--- config.mk ---
export PLATFORM = sky130hd
export DESIGN_NAME = src_rate_register_calculator_top
export DESIGN_NICKNAME = d
export VERILOG_FILES = /design/src/rtl/srccalc_pkg.sv /design/src/rtl/srccalc_div_slice.sv /design/src/rtl/src_rate_register_calculator_top.sv
export SDC_FILE = /design/constraint.sdc
export NUM_CORES = 2
export LEC_CHECK = 0
export BUFFER_PORTS_ARGS = -buffer_cell sky130_fd_sc_hd__buf_4
export CAP_MARGIN = 20
export CELL_PAD_IN_SITES_DETAIL_PLACEMENT = 0
export CELL_PAD_IN_SITES_GLOBAL_PLACEMENT = 1
export CORE_ASPECT_RATIO = 1.1
export CORE_MARGIN = 3
export CORE_UTILIZATION = 55
export CTS_CLUSTER_SIZE = 10
export DETAILED_ROUTE_END_ITERATION = 8
export PLACE_DENSITY_LB_ADDON = 0.05
export SYNTH_ARGS = -nofsm -noshare
export SYNTH_HDL_FRONTEND = slang
export SYNTH_SLANG_ARGS = --single-unit
--- constraint.sdc ---
create_clock -name clk_i -period 11.15 [get_ports clk_i]
set_input_delay 0.5575 -clock clk_i [delete_from_list [all_inputs] [get_ports clk_i]]
set_output_delay 0.5575 -clock clk_i [all_outputs]
set_load 0.1 [all_outputs]
--- src/rtl/srccalc_pkg.sv ---
// Shared constants and stage type for the sample rate converter word calculator.
`timescale 1ns / 1ps
`default_nettype none

package srccalc_pkg;

  // Channel codes; the unused fourth code behaves like the dac channel
  localparam logic [1:0] CH_SYNTH = 2'd0;
  localparam logic [1:0] CH_DAC   = 2'd1;
  localparam logic [1:0] CH_ADC   = 2'd2;

  // Field widths
  localparam int RATE_W = 16;
  localparam int WORD_W = 16;
  localparam int FREQ_W = 21;  // rate*65536/3000 stays below 2^21
  localparam int PROD_W = 22;  // frequency bits 1..21 are all that reach the outputs
  localparam int N_W    = 5;   // oversample ratio, at most 21

  // Fixed-rate frequency: floor(rate*65536/3000) = (rate * RECIP_MUL) >> RECIP_SHIFT
  localparam int          RECIP_W     = 29;
  localparam logic [28:0] RECIP_MUL   = 29'd366503876;
  localparam int          RECIP_SHIFT = 24;
  localparam int          MUL_W       = RATE_W + RECIP_W;

  // Adc divider: 48000*65536 / rate, only the low quotient bits matter
  localparam logic [31:0] DIV_DIVIDEND = 32'd3145728000;
  localparam int          QUOT_W       = 21;  // enough whenever rate >= 3000
  localparam int          REM_W        = RATE_W;
  localparam int          DIV_STEP     = 3;   // quotient bits per stage
  localparam int          DIV_STG      = QUOT_W / DIV_STEP;
  localparam logic [REM_W-1:0] DIV_INIT_REM = REM_W'(DIV_DIVIDEND >> QUOT_W);

  // Truncation word constants
  localparam logic [RATE_W-1:0] HALF_BAND_LIMIT = 16'd24000;
  localparam logic [8:0]        CLAMP_FULL      = 9'd239;
  localparam logic [8:0]        CLAMP_HALF      = 9'd119;
  localparam logic [WORD_W-1:0] HALF_BAND_BIT   = 16'h8000;

  // Pipeline: input stage, multiply/first divide stage, divide stages, n*quot stage
  localparam int NUM_STG = DIV_STG + 2;

  typedef struct packed {
    logic [1:0]        ch;
    logic [RATE_W-1:0] rate;
    logic [WORD_W-1:0] old_int;
    logic [FREQ_W-1:0] freq;
    logic [REM_W-1:0]  rem;
    logic [QUOT_W-1:0] quot;
    logic [N_W-1:0]    n;
    logic [PROD_W-1:0] prod;
  } stg_t;

endpackage

`default_nettype wire

--- src/rtl/srccalc_div_slice.sv ---
// Restoring divider slice: DIV_STEP quotient bits per pipeline stage.
`timescale 1ns / 1ps
`default_nettype none

module srccalc_div_slice import srccalc_pkg::*; (
  input  logic [REM_W-1:0]    rem_i,
  input  logic [RATE_W-1:0]   divisor_i,
  input  logic [DIV_STEP-1:0] dvd_bits_i,  // next dividend bits, msb first
  input  logic [QUOT_W-1:0]   quot_i,
  output logic [REM_W-1:0]    rem_o,
  output logic [QUOT_W-1:0]   quot_o
);

  logic [REM_W:0]    trial;
  logic [REM_W-1:0]  rem;
  logic [QUOT_W-1:0] quot;

  // Shift in one dividend bit, subtract when it fits
  always_comb begin
    rem  = rem_i;
    quot = quot_i;
    for (int i = 0; i < DIV_STEP; i++) begin
      trial = {rem, dvd_bits_i[DIV_STEP-1-i]};
      if (trial >= {1'b0, divisor_i}) begin
        rem  = REM_W'(trial - {1'b0, divisor_i});
        quot = {quot[QUOT_W-2:0], 1'b1};
      end else begin
        rem  = trial[REM_W-1:0];
        quot = {quot[QUOT_W-2:0], 1'b0};
      end
    end
  end

  assign rem_o  = rem;
  assign quot_o = quot;

endmodule

`default_nettype wire

--- src/rtl/src_rate_register_calculator_top.sv ---
// Top level of the sample rate converter register word calculator.
//
//   port group   dir  tdata                                  tuser
//   s_axis       in   rate[15:0] old_int_word[31:16]         channel[1:0]
//   m_axis       out  int_word[15:0] frac_word[30:16]        adc_words_valid[0]
//                     trunc_word[46:31] volume_word[59:47]   divide_error[1]
//
// Ten register stages: input, constant-reciprocal multiply with the first
// divider slice, six more divider slices (three quotient bits each, 48000*65536
// over rate), quotient times oversample ratio, output register.
// One word per cycle while m_axis_tready is high.
// Reset clears only the stage valid bits. A stall holds each full stage; empty
// stages still fill, so s_axis_tready stays high while bubbles remain.
`timescale 1ns / 1ps
`default_nettype none

module src_rate_register_calculator_top import srccalc_pkg::*; (
  input  logic        clk_i,
  input  logic        rst_ni,
  input  logic        s_axis_tvalid,
  output logic        s_axis_tready,
  input  logic [31:0] s_axis_tdata,   // rate, old_int_word
  input  logic [1:0]  s_axis_tuser,   // channel
  output logic        m_axis_tvalid,
  input  logic        m_axis_tready,
  output logic [63:0] m_axis_tdata,   // int_word, frac_word, trunc_word, volume_word, pad
  output logic [1:0]  m_axis_tuser    // adc_words_valid, divide_error
);

  localparam int OUT_STG = NUM_STG + 1;

  stg_t stg_q [1:NUM_STG];
  stg_t stg_d [1:NUM_STG];
  logic [OUT_STG:1] v_q;
  logic [OUT_STG:1] v_in;
  logic [OUT_STG:1] rdy;

  logic [MUL_W-1:0]  freq_mul;
  logic [REM_W-1:0]  sl_rem  [DIV_STG];
  logic [QUOT_W-1:0] sl_quot [DIV_STG];
  logic [N_W-1:0]    n_raw;
  logic [N_W-1:0]    n_adj;

  logic [63:0] tdata_d, tdata_q;
  logic [1:0]  tuser_d, tuser_q;

  // Ready chain: a stage loads when empty or when the next one moves
  always_comb begin
    rdy[OUT_STG] = !v_q[OUT_STG] || m_axis_tready;
    for (int k = OUT_STG - 1; k >= 1; k--) begin
      rdy[k] = !v_q[k] || rdy[k+1];
    end
    v_in[1] = s_axis_tvalid;
    for (int k = 2; k <= OUT_STG; k++) begin
      v_in[k] = v_q[k-1];
    end
  end

  assign s_axis_tready = rdy[1];

  // Fixed-rate frequency by reciprocal multiply
  assign freq_mul = MUL_W'(stg_q[1].rate) * MUL_W'(RECIP_MUL);

  // Divider slices, stage k+2 holds the result of slice k
  for (genvar s = 0; s < DIV_STG; s++) begin : g_div
    srccalc_div_slice u_slice (
      .rem_i      (stg_q[s+1].rem),
      .divisor_i  (stg_q[s+1].rate),
      .dvd_bits_i (DIV_DIVIDEND[QUOT_W-1-DIV_STEP*s -: DIV_STEP]),
      .quot_i     (stg_q[s+1].quot),
      .rem_o      (sl_rem[s]),
      .quot_o     (sl_quot[s])
    );
  end

  // Oversample ratio from the fixed-rate frequency, odd 9..15 lowered by one
  assign n_raw = stg_q[NUM_STG-1].freq[FREQ_W-1:FREQ_W-N_W];

  always_comb begin
    case (n_raw)
      5'd9, 5'd11, 5'd13, 5'd15: n_adj = n_raw - 5'd1;
      default:                   n_adj = n_raw;
    endcase
  end

  // Next values of the working stages
  always_comb begin
    stg_d[1].ch      = s_axis_tuser;
    stg_d[1].rate    = s_axis_tdata[15:0];
    stg_d[1].old_int = s_axis_tdata[31:16];
    stg_d[1].freq    = '0;
    stg_d[1].rem     = DIV_INIT_REM;
    stg_d[1].quot    = '0;
    stg_d[1].n       = '0;
    stg_d[1].prod    = '0;
    for (int k = 2; k <= NUM_STG - 1; k++) begin
      stg_d[k]      = stg_q[k-1];
      stg_d[k].rem  = sl_rem[k-2];
      stg_d[k].quot = sl_quot[k-2];
    end
    stg_d[2].freq = freq_mul[RECIP_SHIFT+FREQ_W-1:RECIP_SHIFT];
    stg_d[NUM_STG]      = stg_q[NUM_STG-1];
    stg_d[NUM_STG].n    = n_adj;
    stg_d[NUM_STG].prod = PROD_W'(stg_q[NUM_STG-1].quot * n_adj);
  end

  // Output word formatting
  logic              is_adc, rate_zero, full;
  logic [PROD_W-1:0] freq_sel;
  logic [8:0]        m9, clamp, mc, diff;
  logic [6:0]        start;
  logic [WORD_W-1:0] int_word, trunc_word;
  logic [14:0]       frac_word;
  logic [12:0]       volume_word;
  logic              adc_words_valid, divide_error;

  always_comb begin
    is_adc    = stg_q[NUM_STG].ch == CH_ADC;
    rate_zero = stg_q[NUM_STG].rate == '0;
    full      = stg_q[NUM_STG].rate >= HALF_BAND_LIMIT;
    freq_sel  = is_adc ? stg_q[NUM_STG].prod : {1'b0, stg_q[NUM_STG].freq};

    m9    = (9'(9'd21 * {4'b0, stg_q[NUM_STG].n}) - 9'd1) | 9'd1;
    clamp = full ? CLAMP_FULL : CLAMP_HALF;
    mc    = (m9 > clamp) ? clamp : m9;
    diff  = clamp - mc;
    start = diff[7:1];

    int_word    = {freq_sel[21:16], 2'b00, stg_q[NUM_STG].old_int[7:0]};
    frac_word   = freq_sel[15:1];
    trunc_word  = {start, 9'b0} | {7'b0, stg_q[NUM_STG].n, 4'b0}
                | (full ? '0 : HALF_BAND_BIT);
    volume_word = {stg_q[NUM_STG].n, 8'b0};
    adc_words_valid = 1'b0;
    divide_error    = 1'b0;

    if (!is_adc) begin
      trunc_word  = '0;
      volume_word = '0;
    end else if (rate_zero) begin
      int_word     = '0;
      frac_word    = '0;
      trunc_word   = '0;
      volume_word  = '0;
      divide_error = 1'b1;
    end else begin
      adc_words_valid = 1'b1;
    end

    tdata_d = {4'b0, volume_word, trunc_word, frac_word, int_word};
    tuser_d = {divide_error, adc_words_valid};
  end

  // Valid bits
  always_ff @(posedge clk_i or negedge rst_ni) begin
    if (!rst_ni) begin
      v_q <= '0;
    end else begin
      for (int k = 1; k <= OUT_STG; k++) begin
        if (rdy[k]) begin
          v_q[k] <= v_in[k];
        end
      end
    end
  end

  // Stage payloads
  always_ff @(posedge clk_i) begin
    for (int k = 1; k <= NUM_STG; k++) begin
      if (rdy[k]) begin
        stg_q[k] <= stg_d[k];
      end
    end
    if (rdy[OUT_STG]) begin
      tdata_q <= tdata_d;
      tuser_q <= tuser_d;
    end
  end

  assign m_axis_tvalid = v_q[OUT_STG];
  assign m_axis_tdata  = tdata_q;
  assign m_axis_tuser  = tuser_q;

endmodule

`default_nettype wire
==> out/results.ini <==
[outcome]
status=complete, no violations

[grt]
grt_pass1_vias=31300
grt_max_degree=70
antenna_found_initial=0
grt_usage=0.230
grt_pass1_wl_microns=165000
overflow=0

[yosys]
ys_warn_count=0
synth_edf_count=643
syn_avg_cell_area_sq_um=11.3
syn_inst=4192
synth_cell_type_count=85
yosysSeqAreaShare=0.413
synth_area_sq_um=47400
ys_ff_latch=653
async_flop_share=0.0153
synth_flop_cell=edfxtp_1

[cts]
insertion_delay_ps=650
htree_num_levels=3
ctsResizeCount=0
clockBufferDepth=3
cts_setup_buffers=0
clk_pin_slew_worst_paths_ps=60
postCtsHoldBufs=1
clockRootBuffer=clkbuf_16
cts_sinks=653
cts_tree=yes
cts_made_buffers=79

[cells_and_area]
n_fill_cell=7024
regArea_sq_um=19600
layout-drive-gt1-share=0.0991
multi_input_area_sq_um=25900
layout.nets=5077
synthToLayoutAreaGrowth_pct=8.98
num_antenna_cells=0

[routing]
drc=0
drtAntennaViolNets=0
drt_wl_total_microns=101000
first_pass_iters=5
first_iter_violations=1471
avgRoutedWirePerCell_microns=18.4
vias=30700
via_per_inst=5.60

[floorplan]
num_io_pins=106
die_w_microns=286
dieHeight_microns=314
rows=112
core_sq_um=85100
dieArea_sq_um=89700
start_util=0.557

[flow_run]
drv_cap=0

[worst_setup_path]
worst-setup-path-type=flop to flop
r2r-start=stg_q[0][464]$_DFFE_PP_
cp_data_arrival_time_ps=10170
startpoint=stg_q[0][464]$_DFFE_PP_
worstPathRequired_ps=11530
cp-end-kind=flop
worst_path_max_delay_cell=o21a_1
reg2reg_setup_slack_ps=1360
slowest_delay_ps=630
cp-start-kind=flop
r2r-end=stg_q[0][531]$_DFFE_PP_
reg2reg_depth=28
endpoint=stg_q[0][531]$_DFFE_PP_
crit_path_max_fanout=23

[sta]
period_needed_ps=9790
skew_ps=58.7
tightestPinTransition_ps=1020
rsz0062_at_grt=no
hold_viol_final=0
fin_tns_setup_ps=0
layout_worst_path_cycle_share=0.878
maxSlewHeadroom=0.320
setup_viol=0
max_freq_ghz=0.102
report.final.slew_viol_count=0

[hold_path]
hp-class=input pin to flop

[placed_design]
gp_congestion=0.902
io_buffers=79
hpwl_microns=79600

[worst min path at each step]
stage | startpoint | endpoint | slack, ps | cells past startpoint
6_report | s_axis_tdata[0] | stg_q[0][220]$_DFFE_PP_ | 90 | 1
5_1_grt | s_axis_tdata[15] | stg_q[0][235]$_DFFE_PP_ | 60 | 1
4_1_cts | s_axis_tdata[0] | stg_q[0][220]$_DFFE_PP_ | 50 | 1
3_5_place_dp | rst_ni | v_q[5]$_DFFE_PN0P_ | 400 | 1
3_3_place_gp | rst_ni | v_q[5]$_DFFE_PN0P_ | 400 | 1
2_1_floorplan | rst_ni | v_q[10]$_DFFE_PN0P_ | 260 | 0
[area by class of cell]
cell class,instances,share of cell area
flip-flops and latches,653,0.379
clock buffers,102,0.0400
inverters,396,0.0288
repair buffers,106,0.0155
clock inverters,19,0.00626
multi-input cells,3071,0.503
well taps,1140,0.0276
[critical path, delay by kind of cell, from the launching register on]
kind,cells,cell delay [ps]
buf+inv,3,900
simple gates,2,170
compound gates,17,5770
fa+ha+maj,3,1070
flops,1,390
mux,3,1210
[Yosys cell counts (72+ instances only)]
cell type,number,area share
xnor2_1,196,0.036
edfxtp_1,643,0.41
ha_1,523,0.14
nand2_1,262,0.021
a21oi_1,231,0.024
a21o_1,113,0.018
mux2_2,180,0.043
nor3_1,72,0.0076
xor2_1,83,0.015
inv_1,392,0.031
o21a_1,79,0.013
fa_1,209,0.088
o21ai_0,177,0.019
nor2_1,246,0.020
[through the flow]
| stage | setup slack (ps) | hold WS, ps | instance area, sq um | util | cells |
|---|---|---|---|---|---|
| floorplan | 3570 | 262 | 47400 | - | 4209 |
| global placement | 1600 | 398 | 49200 | 0.578 | 5365 |
| detailed placement | 1540 | 401 | 49200 | 0.578 | 5365 |
| CTS | 1460 | 47.2 | 51600 | 0.607 | 5487 |
| global route | 698 | 62.3 | 51600 | 0.607 | 5487 |
| finish | 1360 | 89.8 | 51600 | 0.607 | 5487 |
[metal layers]
| metal | track usage | vias up | wire, microns | share of wire |
|---|---|---|---|---|
| met2 | 0.400 | 455 | 49300 | 0.49 |
| met3 | 0.0304 | 153 | 3380 | 0.034 |
| met5 | 0 | - | 0 | 0 |
| li1 | - | 15400 | - | - |
| met4 | 0.0760 | 0 | 3350 | 0.033 |
| met1 | 0.299 | 14700 | 44900 | 0.44 |
[cell families after synthesis]
family          share of synthesized area
mux                                0.0460
compound gates                      0.123
xor+xnor                           0.0516
buf+inv                            0.0415
fa+ha+maj                           0.227
simple gates                       0.0981
other cells                     0.0000792
flops                               0.413
[cell usage in the layout (no fill, tap or decap), drive strengths merged, types with 15 or more instances in the layout]
cell type  synthesis  routed
nand3             58      58
inv              394     394
xor2              83      83
o21bai            38      38
nor4              22      22
clkbuf            41     102
or3               23      23
xnor2            196     196
nor3              72      72
conb               1      18
a21oi            231     231
nand2b            42      42
or2               15      15
fa               209     209
nor2             246     246
a211oi            23      23
o31ai             22      22
o211ai            21      21
nand4             49      49
a31oi             33      33
and2              70      70
o21a              79      79
nand2            262     262
buf               48     105
and3              31      31
nor2b             49      49
mux2             189     189
ha               523     523
edfxtp           643     643
a21o             113     113
o21ai            185     185
clkinv             2      17
[registers in the layout (all words and copies together), names as in the netlist]
signal        flops
m_axis_tdata     41
m_axis_tuser      2
stg_q           600
v_q              10
Power is left out: the tool's default activity adds up to more than one toggle a clock period on the data nets, which glitch-free logic cannot reach.
